## config.mk

```make
export PLATFORM = sky130hd
export DESIGN_NAME = percent_escape_codec_core
export DESIGN_NICKNAME = d
export VERILOG_FILES = /design/src/rtl/pec_pkg.sv /design/src/rtl/percent_escape_codec_core.sv /design/src/rtl/pec_front.sv /design/src/rtl/pec_queue.sv /design/src/rtl/pec_back.sv
export SDC_FILE = /design/constraint.sdc
export NUM_CORES = 1
export LEC_CHECK = 0
export BUFFER_PORTS_ARGS = -buffer_cell sky130_fd_sc_hd__buf_2
export CORE_ASPECT_RATIO = 1.75
export CORE_MARGIN = 5
export CORE_UTILIZATION = 33
export DETAILED_ROUTE_END_ITERATION = 10
export GPL_TIMING_DRIVEN = 0
export MAX_ROUTING_LAYER = met4
export PLACE_DENSITY = 0.58
export SLEW_MARGIN = 5
export SYNTH_ARGS = -nofsm -noshare
export SYNTH_HDL_FRONTEND = slang
export SYNTH_SLANG_ARGS = --single-unit
```

## constraint.sdc

```tcl
create_clock -name clk -period 3.19 [get_ports clk]
set_input_delay 0.638 -clock clk [delete_from_list [all_inputs] [get_ports clk]]
set_output_delay 0.638 -clock clk [all_outputs]
set_load 0.02 [all_outputs]
```

## src/rtl/pec_pkg.sv

```systemverilog
package pec_pkg;

  localparam int unsigned QUEUE_DEPTH = 4;

  localparam logic [7:0] CH_PERCENT = 8'h25;
  localparam logic [7:0] CH_COMMA   = 8'h2c;
  localparam logic [7:0] CH_SEMI    = 8'h3b;
  localparam logic [7:0] CH_SPACE   = 8'h20;
  localparam logic [7:0] CH_NEWLINE = 8'h0a;

  localparam logic DIR_ENCODE = 1'b0;
  localparam logic DIR_DECODE = 1'b1;

  // One queued job: a single result, or a byte to be sent as a three-byte escape
  typedef struct packed {
    logic [7:0] data;
    logic       present;
    logic       bad;
    logic       last;
    logic       triple;
  } job_t;

  typedef struct packed {
    logic mid_triple;
  } back_status_t;

  // Bit 4 set means the byte is not a hex digit
  function automatic logic [4:0] hex_value(input logic [7:0] c);
    logic [4:0] v;
    v = 5'h10;
    if (c >= 8'h30 && c <= 8'h39) begin
      v = {1'b0, 4'(c - 8'h30)};
    end else if (c >= 8'h61 && c <= 8'h66) begin
      v = {1'b0, 4'(c - 8'h57)};
    end else if (c >= 8'h41 && c <= 8'h46) begin
      v = {1'b0, 4'(c - 8'h37)};
    end
    return v;
  endfunction

  function automatic logic needs_escape(input logic [7:0] c);
    return (c == CH_PERCENT) || (c == CH_COMMA) || (c == CH_SEMI) ||
           (c == CH_SPACE) || (c == CH_NEWLINE);
  endfunction

  function automatic logic [7:0] hex_lower(input logic [3:0] n);
    logic [7:0] r;
    if (n < 4'd10) begin
      r = 8'h30 + {4'h0, n};
    end else begin
      r = 8'h57 + {4'h0, n};
    end
    return r;
  endfunction

endpackage

```

## src/rtl/percent_escape_codec_core.sv

```systemverilog
// Flow: an accepted transaction that yields a job is written to the queue, and each
// result of the job reaches the out_ ports through the back end's result register.
// Rate: one input per cycle while in_full is low; a byte sent as an escape yields
// three results, and the back end's single result register emits one result per
// cycle while out_pop drains it. Reset (rst_n low, synchronous): direction returns
// to encode, escape state, queue and result register are cleared.
module percent_escape_codec_core
  import pec_pkg::*;
#(
  parameter int unsigned DEPTH = QUEUE_DEPTH
) (
  input  logic       clk,
  input  logic       rst_n,
  input  logic       cfg_valid,
  output logic       cfg_ready,
  input  logic       cfg_direction,
  input  logic       in_push,
  output logic       in_full,
  input  logic [7:0] in_data_byte,
  input  logic       in_end_of_string,
  output logic       out_empty,
  input  logic       out_pop,
  output logic [7:0] out_out_byte,
  output logic       out_byte_present,
  output logic       out_bad,
  output logic       out_last_out
);

  logic         q_push, q_full, q_pop, q_empty;
  job_t         q_in_job, q_head_job;
  back_status_t back_st;

  pec_front u_front (
    .clk              (clk),
    .rst_n            (rst_n),
    .cfg_valid        (cfg_valid),
    .cfg_ready        (cfg_ready),
    .cfg_direction    (cfg_direction),
    .in_push          (in_push),
    .in_full          (in_full),
    .in_data_byte     (in_data_byte),
    .in_end_of_string (in_end_of_string),
    .q_full           (q_full),
    .q_push           (q_push),
    .q_job            (q_in_job)
  );

  pec_queue #(.DEPTH(DEPTH)) u_queue (
    .clk      (clk),
    .rst_n    (rst_n),
    .push     (q_push),
    .push_job (q_in_job),
    .full     (q_full),
    .pop      (q_pop),
    .head_job (q_head_job),
    .empty    (q_empty)
  );

  pec_back u_back (
    .clk              (clk),
    .rst_n            (rst_n),
    .q_empty          (q_empty),
    .q_job            (q_head_job),
    .q_pop            (q_pop),
    .out_empty        (out_empty),
    .out_pop          (out_pop),
    .out_out_byte     (out_out_byte),
    .out_byte_present (out_byte_present),
    .out_bad          (out_bad),
    .out_last_out     (out_last_out),
    .st               (back_st)
  );

  // An escape under way keeps its job at the queue head until the last digit
  a_mid_triple_held: assert property (@(posedge clk) disable iff (!rst_n)
    back_st.mid_triple |-> !q_empty)
    else $error("escape in progress with empty queue");

  a_bad_is_last: assert property (@(posedge clk) disable iff (!rst_n)
    (!out_empty && out_bad) |-> (out_last_out && !out_byte_present))
    else $error("bad result not a bare last result");

  a_queue_sane: assert property (@(posedge clk) disable iff (!rst_n)
    !(q_full && q_empty))
    else $error("queue both full and empty");

  a_pop_needs_head: assert property (@(posedge clk) disable iff (!rst_n)
    q_pop |-> !q_empty)
    else $error("queue popped while empty");

endmodule

```

## src/rtl/pec_front.sv

```systemverilog
module pec_front
  import pec_pkg::*;
(
  input  logic       clk,
  input  logic       rst_n,
  input  logic       cfg_valid,
  output logic       cfg_ready,
  input  logic       cfg_direction,
  input  logic       in_push,
  output logic       in_full,
  input  logic [7:0] in_data_byte,
  input  logic       in_end_of_string,
  input  logic       q_full,
  output logic       q_push,
  output job_t       q_job
);

  typedef enum logic [1:0] {
    PH_IDLE,
    PH_FIRST,
    PH_SECOND
  } phase_t;

  logic       dir_r;
  phase_t     phase_r, phase_nxt;
  logic [3:0] nib_r, nib_nxt;
  logic       err_r, err_nxt;
  logic       accept;
  logic       job_push;
  logic [4:0] hv;
  logic       have_byte;
  logic [7:0] produced;

  assign cfg_ready = 1'b1;
  assign in_full   = q_full;
  assign accept    = in_push & ~q_full;
  assign q_push    = accept & job_push;
  assign hv        = hex_value(in_data_byte);

  always_comb begin
    phase_nxt = phase_r;
    nib_nxt   = nib_r;
    err_nxt   = err_r;
    job_push  = 1'b0;
    have_byte = 1'b0;
    produced  = 8'h00;
    q_job     = '0;
    if (dir_r == DIR_ENCODE) begin
      q_job.data    = in_data_byte;
      q_job.present = 1'b1;
      q_job.last    = in_end_of_string;
      q_job.triple  = needs_escape(in_data_byte);
      job_push      = 1'b1;
    end else begin
      if (!err_r) begin
        unique case (phase_r)
          PH_FIRST: begin
            if (!hv[4]) begin
              nib_nxt   = hv[3:0];
              phase_nxt = PH_SECOND;
            end else begin
              err_nxt = 1'b1;
            end
          end
          PH_SECOND: begin
            if (!hv[4]) begin
              produced  = {nib_r, hv[3:0]};
              have_byte = 1'b1;
              phase_nxt = PH_IDLE;
            end else begin
              err_nxt = 1'b1;
            end
          end
          default: begin
            phase_nxt = PH_IDLE;
            if (in_data_byte == CH_PERCENT) begin
              phase_nxt = PH_FIRST;
            end else begin
              produced  = in_data_byte;
              have_byte = 1'b1;
            end
          end
        endcase
      end
      if (in_end_of_string) begin
        job_push = 1'b1;
        q_job.last = 1'b1;
        if (err_nxt || phase_nxt != PH_IDLE) begin
          q_job.bad = 1'b1;
        end else begin
          q_job.data    = produced;
          q_job.present = have_byte;
        end
      end else begin
        job_push      = have_byte;
        q_job.data    = produced;
        q_job.present = 1'b1;
      end
    end
    // End of string clears the escape state in either mode
    if (in_end_of_string) begin
      phase_nxt = PH_IDLE;
      nib_nxt   = 4'h0;
      err_nxt   = 1'b0;
    end
  end

  always_ff @(posedge clk) begin
    if (!rst_n) begin
      dir_r   <= DIR_ENCODE;
      phase_r <= PH_IDLE;
      nib_r   <= 4'h0;
      err_r   <= 1'b0;
    end else begin
      if (cfg_valid) begin
        dir_r <= cfg_direction;
      end
      if (accept) begin
        phase_r <= phase_nxt;
        nib_r   <= nib_nxt;
        err_r   <= err_nxt;
      end
    end
  end

endmodule

```

## src/rtl/pec_queue.sv

```systemverilog
module pec_queue
  import pec_pkg::*;
#(
  parameter int unsigned DEPTH = QUEUE_DEPTH
) (
  input  logic clk,
  input  logic rst_n,
  input  logic push,
  input  job_t push_job,
  output logic full,
  input  logic pop,
  output job_t head_job,
  output logic empty
);

  localparam int unsigned PW = (DEPTH > 1) ? $clog2(DEPTH) : 1;
  localparam int unsigned CW = $clog2(DEPTH + 1);
  localparam logic [PW-1:0] LAST_SLOT = PW'(DEPTH - 1);
  localparam logic [CW-1:0] FULL_CNT  = CW'(DEPTH);

  job_t          slot_r [DEPTH];
  logic [PW-1:0] wr_ptr_r, rd_ptr_r;
  logic [CW-1:0] count_r;
  logic          do_push, do_pop;

  assign full     = (count_r == FULL_CNT);
  assign empty    = (count_r == '0);
  assign do_push  = push & ~full;
  assign do_pop   = pop & ~empty;
  assign head_job = slot_r[rd_ptr_r];

  always_ff @(posedge clk) begin
    if (do_push) begin
      slot_r[wr_ptr_r] <= push_job;
    end
  end

  always_ff @(posedge clk) begin
    if (!rst_n) begin
      wr_ptr_r <= '0;
      rd_ptr_r <= '0;
      count_r  <= '0;
    end else begin
      if (do_push) begin
        wr_ptr_r <= (wr_ptr_r == LAST_SLOT) ? '0 : wr_ptr_r + 1'b1;
      end
      if (do_pop) begin
        rd_ptr_r <= (rd_ptr_r == LAST_SLOT) ? '0 : rd_ptr_r + 1'b1;
      end
      if (do_push && !do_pop) begin
        count_r <= count_r + 1'b1;
      end else if (do_pop && !do_push) begin
        count_r <= count_r - 1'b1;
      end
    end
  end

endmodule

```

## src/rtl/pec_back.sv

```systemverilog
module pec_back
  import pec_pkg::*;
(
  input  logic         clk,
  input  logic         rst_n,
  input  logic         q_empty,
  input  job_t         q_job,
  output logic         q_pop,
  output logic         out_empty,
  input  logic         out_pop,
  output logic [7:0]   out_out_byte,
  output logic         out_byte_present,
  output logic         out_bad,
  output logic         out_last_out,
  output back_status_t st
);

  typedef enum logic [1:0] {
    ST_FIRST,
    ST_SECOND,
    ST_THIRD
  } step_t;

  step_t      step_r, step_nxt;
  logic       valid_r;
  logic [7:0] byte_r;
  logic       present_r, bad_r, last_r;
  logic       load;
  logic [7:0] res_byte;
  logic       res_present, res_bad, res_last;

  assign out_empty        = ~valid_r;
  assign out_out_byte     = byte_r;
  assign out_byte_present = present_r;
  assign out_bad          = bad_r;
  assign out_last_out     = last_r;
  assign st.mid_triple    = (step_r != ST_FIRST);

  assign load  = (~valid_r | out_pop) & ~q_empty;
  assign q_pop = load & (~q_job.triple | (step_r == ST_THIRD));

  always_comb begin
    res_byte    = q_job.data;
    res_present = q_job.present;
    res_bad     = q_job.bad;
    res_last    = q_job.last;
    step_nxt    = step_r;
    if (q_job.triple) begin
      res_present = 1'b1;
      res_bad     = 1'b0;
      unique case (step_r)
        ST_FIRST: begin
          res_byte = CH_PERCENT;
          res_last = 1'b0;
          step_nxt = ST_SECOND;
        end
        ST_SECOND: begin
          res_byte = hex_lower(q_job.data[7:4]);
          res_last = 1'b0;
          step_nxt = ST_THIRD;
        end
        default: begin
          res_byte = hex_lower(q_job.data[3:0]);
          step_nxt = ST_FIRST;
        end
      endcase
    end
  end

  always_ff @(posedge clk) begin
    if (!rst_n) begin
      step_r  <= ST_FIRST;
      valid_r <= 1'b0;
    end else begin
      if (load) begin
        step_r    <= step_nxt;
        valid_r   <= 1'b1;
        byte_r    <= res_byte;
        present_r <= res_present;
        bad_r     <= res_bad;
        last_r    <= res_last;
      end else if (out_pop) begin
        valid_r <= 1'b0;
      end
    end
  end

endmodule
```

==> out/metrics.yaml, run 1 <==
outcome:
  outcome: "finished, final reports clean"
yosys:
  yosysTopAreaCellShare_pct: 44.53
  ys_ff_latch: 79
  yosysSeqAreaShare_pct: 54.59
  postSynthCellCount: 321
  synth_top_area_cell: "edfxtp_1"
  syn-cell-area_um2: 3979
  yosysWarnings: 0
  syn_nets: 351
  synth.avg_cell_area_um2: 12.40
  yosys-top-cells-area: "edfxtp_1 (45%), dfxtp_1 (10%), mux4_2 (6.8%)"
  synth-edff-count: 59
  yosysUniqueCellTypes: 67
  synthFlopType: "edfxtp_1"
  async_flop_share_pct: 0
place:
  detailed_place_hpwl_mm: 6.349
  place.gp.congestion: 0.8664
  pre_cts_slack_ns: -0.2971
  port_buffers: 26
  dp.cells: 484
global_routing:
  grtUsageTotal_pct: 12.59
  grt_max_degree: 15
  grt_pass1_vias: 2761
  overflow: 0
  grt_pass1_wl_mm: 13.32
  antenna_found_initial: 0
cts:
  clock_latency_ns: 0.33
  cts_tree: "yes"
  cts_root_buf: "clkbuf_16"
  cts_buffer_depth: 2
  clk_pin_slew_worst_paths_ns: 0.06
  clock_sinks: 79
  htree_num_levels: 3
  postCtsSetupBuffers: 0
  numCtsBuffers: 9
  cts_hold_buf: 0
floorplanning:
  initial_core_util_pct: 33.33
  die_h_um: 155.3
  rows: 53
  fp.coreArea_um2: 11940
  die_w_um: 93.01
  ios: 29
  dieArea_um2: 14440
timing:
  finalClockSkew_ns: 0.004958
  finalHoldViolCount: 0
  worstMarginPinSlew_ns: 0.7465
  relSlewSlack_pct: 49.60
  timing.fmax_mhz: 328.7
  slew_violations: 0
  fin_crit_sh_pct: 95.36
  final.setup.tns_ns: 0
  period_minus_slack_ns: 3.042
  whs_ns: 0.4536
  setup_violations: 0
  layout_setup_ws_ns: 0.1480
cells_and_area:
  final_common_cell: "edfxtp_1"
  antenna_cells: 0
  nets: 388
  instances_no_fill: 500
  mostFrequentLayoutCells: "edfxtp_1 (59), buf_2 (26), nand2_1 (25), dfxtp_1 (20), inv_1 (16)"
  syn2layout_area_growth_pct: 15.72
  drive_gt1_share_pct: 21.49
detailed_routing:
  ant_nets: 0
  wl_per_cell_um: 16.46
  drtPass1Iterations: 5
  wirelength_mm: 8.228
  vias: 2673
  viasPerCell: 5.346
  drc_errors: 0
  drt_iter0_markers: 203
pwr:
  p_total_mw: 3.401
  leakage_nw: 1.681
  power.density_nw_per_um2: 738.7
  peakVddDrop_mv: 0.2830
worst_setup_path:
  cp-start-kind: "primary input"
  required_ns: 3.46
  crit_fanout: 9
  cp_data_arrival_time_ns: 3.31
  critical_path_class: "primary input to register"
  endpoint_kind: "register"
job:
  max_cap_violations: 0
hold_path:
  min_path_type: "register to register"
critical path, cell delays in order:
cell and delay, ns:
clkbuf_4 0.17, inv_2 0.10, ha_4 0.15, or3b_4 0.39, o311a_1 0.14, buf_6 0.14, o211a_1 0.21, o31a_1 0.25
buf_6 0.13, ha_1 0.20, inv_1 0.07, fa_1 0.18, xor2_1 0.08, or3_1 0.31, a21boi_1 0.13
final timing paths:
check,depth (start not counted),endpoint,slack (ns),from
worst min-delay path,1,u_front.nib_r[3],0.45,u_front.nib_r[3]
worst max-delay path,15,u_queue.count_r[2],0.15,in_data_byte[0]
worst min register to register,1,u_front.nib_r[3],0.45,u_front.nib_r[3]
worst max register to register,13,u_queue.count_r[2],0.23,u_front.phase_r[0]
layout make-up:
type	count	area [µm²]
fillers	1170	7332
multi-input cells	212	1688
repair buffers	26	132.6
well taps	137	171.4
clock buffers	10	229.0
clock inverters	6	67.56
plain buffers	12	76.32
inverters	18	67.56
flip-flops and latches	79	2172
Yosys cell counts (all sizes together) (3+ instances only):
| cell | instances |
|---|---|
| o21a | 3 |
| inv | 18 |
| xnor2 | 4 |
| nor2 | 14 |
| o21ai | 16 |
| buf | 6 |
| mux4 | 12 |
| a21boi | 6 |
| clkbuf | 6 |
| nand2b | 5 |
| a22o | 5 |
| nor3b | 4 |
| a21o | 3 |
| o311ai | 3 |
| dfxtp | 20 |
| a31oi | 3 |
| nand2 | 26 |
| nor2b | 11 |
| edfxtp | 59 |
| mux2i | 8 |
| nand3 | 6 |
| a21oi | 11 |
| and3 | 4 |
| ha | 14 |
| nor3 | 5 |
| and2 | 10 |
power breakdown:
group	switching [mW]	total [mW]	internal, mW
registers	0.0761	1.37	1.30
logic	0.586	1.02	0.439
clock network	0.395	1.00	0.609
total	1.06	3.40	2.35
routing by layer:
metal / routed length, µm / share of wire [%] / track usage [%] / vias up
met5: 0 / 0 / - / -
met4: 421 / 5.1 / 9.434 / 0
met3: 249 / 3.0 / 2.661 / 25
met2: 4715 / 57 / 23.20 / 70
met1: 2842 / 35 / 10.78 / 1297
li1: - / - / - / 1281
state kept, by name, indices dropped and copies added (netlist names), named ones only:
signal,flops
u_queue.wr_ptr_r,2
u_back.out_bad,1
u_queue.slot_r,48
u_front.err_r,1
u_front.dir_r,1
u_back.out_out_byte,8
u_front.phase_r,2
u_back.step_r,2
u_queue.count_r,3
u_queue.rd_ptr_r,2
u_back.out_last_out,1
u_front.nib_r,4
u_back.valid_r,1
u_back.out_byte_present,1
metrics by stage:
step / instance area, µm² / utilization, %
2_1_floorplan: 3979 / -
3_3_place_gp: 4280 / 35.86
3_5_place_dp: 4280 / 35.86
4_1_cts: 4577 / 38.34
5_1_grt: 4604 / 38.57
6_report: 4604 / 38.57
cells by family (layout without fill, tap and decap cells):
| group | Yosys count | after routing | synth area share [%] |
|---|---|---|---|
| mux | 21 | 21 | 9.088 |
| simple gates | 99 | 99 | 13.87 |
| buf+inv | 30 | 72 | 3.616 |
| xor+xnor | 5 | 5 | 1.101 |
| fa+ha+maj | 15 | 15 | 4.906 |
| flops | 79 | 79 | 54.59 |
| compound gates | 71 | 71 | 12.74 |
| other cells | 1 | 1 | 0.09425 |
what timing repair did:
action,CTS,global route
endpoints found under the hold margin,0,0
gates resized for setup,0,10
setup endpoints to repair,0,2
Note: power is estimated with default switching activity, not from simulation.
==> run 2, diff against run 1 <==
--- a/config.mk
+++ b/config.mk
@@ -8,11 +8,11 @@
 export BUFFER_PORTS_ARGS = -buffer_cell sky130_fd_sc_hd__buf_2
 export CORE_ASPECT_RATIO = 1.75
 export CORE_MARGIN = 5
-export CORE_UTILIZATION = 33
+export CORE_UTILIZATION = 45
 export DETAILED_ROUTE_END_ITERATION = 10
 export GPL_TIMING_DRIVEN = 0
 export MAX_ROUTING_LAYER = met4
-export PLACE_DENSITY = 0.58
+export PLACE_DENSITY = 0.69
 export SLEW_MARGIN = 5
 export SYNTH_ARGS = -nofsm -noshare
 export SYNTH_HDL_FRONTEND = slang
==> constraint.sdc (replaced) <==
create_clock -name clk -period 3.1 [get_ports clk]
set_input_delay 0.62 -clock clk [delete_from_list [all_inputs] [get_ports clk]]
set_output_delay 0.62 -clock clk [all_outputs]
set_load 0.02 [all_outputs]
==> out/metrics.yaml, run 2 (synthesized netlist as in run 1, its figures left out) <==
cells_and_area:
  drive_gt1_share_pct: 22.04  # +0.55 points
  largest_register: "u_queue.slot_r"
  post-route-util_pct: 53.09  # +15 points
  syn2layout_area_growth_pct: 15.69  # about the same
  antenna_cells: 0  # unchanged
  final_common_cell: "edfxtp_1"
  nets: 388  # unchanged
  fillers: 769  # -34%
  mostFrequentLayoutCells: "edfxtp_1 (59), nand2_1 (25), buf_2 (25), dfxtp_1 (20), inv_1 (16)"
  finish.instance_area_um2: 4603  # about the same
  largest_reg_flops: 48  # unchanged
  instances_no_fill: 480  # -4.0%
worst_setup_path:
  worstReg2RegStart: "u_front.phase_r[0]"
  required_ns: 3.36  # -0.10 ns
  rrSetupSlack_ns: 0.20  # -0.03 ns
  reg2reg_to: "u_queue.count_r[2]"
  critPathCapture: "u_queue.count_r[2]"
  reg2reg_depth: 13  # unchanged
  crit_fanout: 9  # unchanged
  critical_path_class: "primary input to register"
  endpoint_kind: "register"
  critPathLaunch: "in_data_byte[1]"
  cp-start-kind: "primary input"
  cp_data_arrival_time_ns: 3.26  # -0.05 ns
detailed_routing:
  ant_nets: 0  # unchanged
  wirelength_mm: 8.210  # -0.22%
  drt_iter0_markers: 114  # -44%
  drtPass1Iterations: 4  # -1
  vias: 2658  # -0.56%
  wl_per_cell_um: 17.10  # +3.9%
  viasPerCell: 5.538  # +3.6%
  drc_errors: 0  # unchanged
timing:
  final.setup.tns_ns: 0  # unchanged
  finalHoldViolCount: 0  # unchanged
  relSlewSlack_pct: 50.91  # +1.3 points
  finalClockSkew_ns: 0.003121  # -0.001837 ns
  fin_crit_sh_pct: 96.82
  setup_violations: 0  # unchanged
  layout_setup_ws_ns: 0.09868  # -0.04935 ns
  period_minus_slack_ns: 3.001
  worstMarginPinSlew_ns: 0.7271  # -0.01938 ns
  rsz0062_at_grt: "false"
  slew_violations: 0  # unchanged
  timing.fmax_mhz: 333.2
  whs_ns: 0.4534  # -0.0001940 ns
global_routing:
  busiest_layer: "met2"
  antenna_found_initial: 0  # unchanged
  grtUsageTotal_pct: 16.70  # +4.1 points
  grt_pass1_wl_mm: 13.02  # -2.2%
  overflow: 0  # unchanged
  grt_max_degree: 13  # -2
  grt_use_met3_pct: 3.427  # +0.77 points
  grt_pass1_vias: 2702  # -2.1%
  use_met2_pct: 29.78  # +6.6 points
  met1_usage_pct: 15.28  # +4.5 points
pwr:
  peakVddDrop_mv: 0.3070  # +8.5%
  leakage_nw: 1.694  # +0.77%
  power.density_nw_per_um2: 764.8  # +3.5%
  p_int_mw: 2.455  # +4.7%
  netSwitchingPower_mw: 1.066  # +0.89%
  switching_share_pct: 30.27  # -0.78 points
  p_total_mw: 3.520  # +3.5%
  clkPwrFrac_pct: 29.5  # about the same
  pwr-share-comb_pct: 30.4  # +0.3 points
  seqPwrFrac_pct: 40.1  # -0.3 points
place:
  port_buffers: 26  # unchanged
  post_dp_cell_area_um2: 4255  # -0.58%
  detailed_place_hpwl_mm: 6.141  # -3.3%
  pre_cts_slack_ns: -0.4134  # -0.1163 ns
  dp.cells: 464  # -4.1%
  place.gp.congestion: 0.8825  # +1.9%
cts:
  cts_hold_buf: 0  # unchanged
  clk_pin_slew_worst_paths_ns: 0.06  # about the same
  cts_tree: "yes"
  htree_num_levels: 3  # unchanged
  numCtsBuffers: 9  # unchanged
  clock_latency_ns: 0.33  # about the same
  clock_sinks: 79  # unchanged
  cts_buffer_depth: 2  # unchanged
  cts_root_buf: "clkbuf_16"
  postCtsSetupBuffers: 0  # unchanged
floorplanning:
  fp.coreArea_um2: 8671  # -27%
  ios: 29  # unchanged
  initial_core_util_pct: 45.89  # +13 points
  die_w_um: 81.08  # -13%
  die_h_um: 134.4  # -13%
  dieArea_um2: 10900  # -25%
  rows: 45  # -15%
job:
  max_cap_violations: 0  # unchanged
outcome:
  outcome: "finished, final reports clean"
hold_path:
  min_path_type: "register to register"
[run 2: per-layer routing]
layer  wire length (µm)  share of wire, %
met1               2948                36
met2               4630                56
met3                219               2.7
met4                412               5.0
met5                  0                 0
[run 2: how the worst min path moves through the flow]
stage	startpoint	end	slack, ns	cells after the start
after floorplan	u_front.nib_r[3]	u_front.nib_r[3]	0.43	1
after global routing	u_front.nib_r[3]	u_front.nib_r[3]	0.47	1
after global placement	u_front.nib_r[3]	u_front.nib_r[3]	0.44	1
after detailed placement	u_front.nib_r[3]	u_front.nib_r[3]	0.44	1
after CTS	u_front.nib_r[3]	u_front.nib_r[3]	0.45	1
final	u_front.nib_r[3]	u_front.nib_r[3]	0.45	1
[run 2: final cells by class]
class	instances	area [µm²]	share of cell area, %
flip-flops and latches	79	2172	47.19
multi-input cells	212	1702	36.97
clock buffers	12	256.5	5.572
well taps	117	146.4	3.180
repair buffers	26	135.1	2.936
plain buffers	12	77.57	1.685
inverters	18	70.07	1.522
clock inverters	4	43.79	0.9513
[run 2: worst max-delay path: stages]
cell and delay (ns):
clkbuf_4 0.15, inv_2 0.06, ha_2 0.18, or3b_4 0.38, o311a_1 0.15, buf_6 0.14, o211a_1 0.21, o31a_1 0.25
buf_6 0.14, ha_2 0.18, inv_1 0.07, fa_2 0.19, xor2_1 0.07, or3_1 0.30, a21boi_1 0.14
[run 2: repair_timing]
| action | CTS | global route |
|---|---|---|
| resized for setup | 7 | 10 |
| setup endpoints to repair | 1 | 1 |
| cloned | 0 | 0 |
[run 2: power by group through the flow]
stage	clock network, mW	registers (mW)	logic, mW
3_5_place_dp	0	1.43	1.06
2_1_floorplan	0	1.47	0.755
6_report	1.04	1.41	1.07
3_3_place_gp	0	1.43	1.03
4_1_cts	1.06	1.41	1.07
5_1_grt	1.10	1.43	1.17
==> run 3, diff against run 2 <==
--- a/config.mk
+++ b/config.mk
@@ -12,7 +12,6 @@
 export DETAILED_ROUTE_END_ITERATION = 10
 export GPL_TIMING_DRIVEN = 0
 export MAX_ROUTING_LAYER = met4
-export PLACE_DENSITY = 0.69
 export SLEW_MARGIN = 5
 export SYNTH_ARGS = -nofsm -noshare
 export SYNTH_HDL_FRONTEND = slang
==> out/metrics.yaml, run 3 (synthesized netlist as in run 1, its figures left out) <==
outcome:
  outcome: "finished, final reports clean"
floorplanning:
  initial_core_util_pct: 45.89  # unchanged
  die_w_um: 81.08  # unchanged
  ios: 29  # unchanged
  die_h_um: 134.4  # unchanged
  rows: 45  # unchanged
  fp.coreArea_um2: 8671  # unchanged
  dieArea_um2: 10900  # unchanged
cells_and_area:
  largest_reg_flops: 48  # unchanged
  nets: 388  # unchanged
  regArea_um2: 2172  # unchanged
  instances_no_fill: 480  # unchanged
  mostFrequentLayoutCells: "edfxtp_1 (59), buf_2 (26), nand2_1 (25), dfxtp_1 (20), inv_1 (17)"
  multi_input_area_um2: 1687  # -0.88%
  syn2layout_area_growth_pct: 15.28
  final_common_cell: "edfxtp_1"
  fillers: 803  # +4.4%
  antenna_cells: 0  # unchanged
  largest_register: "u_queue.slot_r"
  drive_gt1_share_pct: 21.49  # -0.55 points
place:
  pre_cts_slack_ns: -0.3604  # +0.05292 ns
  place.gp.congestion: 0.9381  # +6.3%
  detailed_place_hpwl_mm: 6.130  # -0.17%
  port_buffers: 26  # unchanged
  dp.cells: 464  # unchanged
timing:
  period_minus_slack_ns: 3.040  # +0.03825 ns
  finalHoldViolCount: 0  # unchanged
  worstMarginPinSlew_ns: 0.7010  # -0.02607 ns
  relSlewSlack_pct: 53.14  # +2.2 points
  finalClockSkew_ns: 0.008490  # +0.005369 ns
  layout_setup_ws_ns: 0.06043  # -0.03825 ns
  setup_violations: 0  # unchanged
  timing.fmax_mhz: 329.0  # -1.3%
  slew_violations: 0  # unchanged
  fin_crit_sh_pct: 98.05  # +1.2 points
  rsz0062_at_grt: "true"
global_routing:
  overflow: 0  # unchanged
  grtUsageTotal_pct: 16.95  # +0.25 points
  grt_pass1_vias: 2729  # +1.0%
  grt_pass1_wl_mm: 13.11  # +0.69%
  antenna_found_initial: 0  # unchanged
  grt_max_degree: 15  # +2
detailed_routing:
  drc_errors: 0  # unchanged
  viasPerCell: 5.617  # +1.4%
  drt_iter0_markers: 143  # +25%
  wirelength_mm: 8.262  # +0.63%
  wl_per_cell_um: 17.21  # +0.63%
  vias: 2696  # +1.4%
  drtPass1Iterations: 4  # unchanged
  ant_nets: 0  # unchanged
cts:
  cts_buffer_depth: 2  # unchanged
  clk_pin_slew_worst_paths_ns: 0.06  # about the same
  htree_num_levels: 3  # unchanged
  cts_tree: "yes"
  clock_latency_ns: 0.33  # about the same
  clock_sinks: 79  # unchanged
  numCtsBuffers: 9  # unchanged
  cts_hold_buf: 0  # unchanged
  postCtsSetupBuffers: 0  # unchanged
  cts_root_buf: "clkbuf_16"
worst_setup_path:
  cp-start-kind: "primary input"
  cp_data_arrival_time_ns: 3.31  # +0.05 ns
  required_ns: 3.37  # about the same
  reg2reg_to: "u_queue.count_r[2]"
  crit_fanout: 9  # unchanged
  critical_path_class: "primary input to register"
  endpoint_kind: "register"
  rrSetupSlack_ns: 0.12  # -0.08 ns
  worstReg2RegStart: "u_front.phase_r[0]"
  reg2reg_depth: 13  # unchanged
pwr:
  leakage_nw: 1.698  # +0.27%
  peakVddDrop_mv: 0.3151  # +2.7%
  p_total_mw: 3.532  # +0.34%
  power.density_nw_per_um2: 770.1  # +0.69%
hold_path:
  hold_depth: 1  # unchanged
  min_to: "u_front.nib_r[3]"
  hold_path.startpoint: "u_front.nib_r[3]"
  min_path_type: "register to register"
job:
  max_cap_violations: 0  # unchanged
## run 3: through the flow
stage / hold WS (ns) / area [µm²] / TNS [ns] / utilization [%]
5_1_grt: 0.4846 / 4587 / -0.08063 / 52.90
3_3_place_gp: 0.4407 / 4255 / -2.427 / 49.08
2_1_floorplan: 0.4273 / 3979 / 0 / -
3_5_place_dp: 0.4457 / 4255 / -2.294 / 49.08
4_1_cts: 0.4601 / 4566 / 0 / 52.66
6_report: 0.4626 / 4587 / 0 / 52.90
## run 3: critical path, cell delays in order
cell	delay, ns
buf_4	0.15
inv_1	0.09
ha_2	0.20
or3b_4	0.40
o311a_1	0.15
buf_6	0.15
o211a_1	0.20
o31a_1	0.25
buf_6	0.13
ha_1	0.20
inv_1	0.07
fa_1	0.18
xor2_1	0.08
or3_1	0.31
a21boi_1	0.13
## run 3: worst max path at each step
| stage | from | endpoint | slack, ns | depth (start not counted) |
|---|---|---|---|---|
| 2_1_floorplan | in_data_byte[1] | u_queue.count_r[2] | 0.04 | 14 |
| 3_3_place_gp | in_data_byte[1] | u_queue.count_r[2] | -0.32 | 15 |
| 3_5_place_dp | in_data_byte[0] | u_queue.count_r[2] | -0.36 | 15 |
| 4_1_cts | in_data_byte[1] | u_queue.count_r[2] | 0.02 | 15 |
| 5_1_grt | u_front.phase_r[0] | u_queue.count_r[2] | -0.08 | 13 |
| 6_report | in_data_byte[0] | u_queue.count_r[2] | 0.06 | 15 |
## run 3: timing repair
item | 4_1_cts | 5_1_grt
pin swaps | 0 | 0
resized for setup | 2 | 8
hold endpoints to repair | 0 | 0
setup endpoints to repair | 1 | 6
## run 3: cell type report
type / instances / area share (%)
buffer: 12 / 1.664
clock buffer: 10 / 5.210
clock inverter: 6 / 1.446
inverter: 18 / 1.473
multi-input combinational: 212 / 36.77
sequential: 79 / 47.35
tap: 117 / 3.191
timing repair buffer: 26 / 2.891
## run 3: per-layer routing
metal / vias to the layer above / track usage, % / part of all wire, % / routed length, µm
li1: 1282 / - / - / -
met1: 1318 / 15.37 / 37 / 3091
met2: 67 / 30.74 / 55 / 4567
met3: 29 / 4.032 / 3.2 / 266
met4: 0 / 10.06 / 4.1 / 337
met5: - / - / 0 / 0
## run 3: power by group
part	total (mW)	leakage, nW	switching, mW	internal [mW]
registers	1.41	0.698	0.0751	1.33
logic	1.06	0.847	0.605	0.452
clock network	1.07	0.153	0.417	0.649
total	3.53	1.70	1.10	2.44
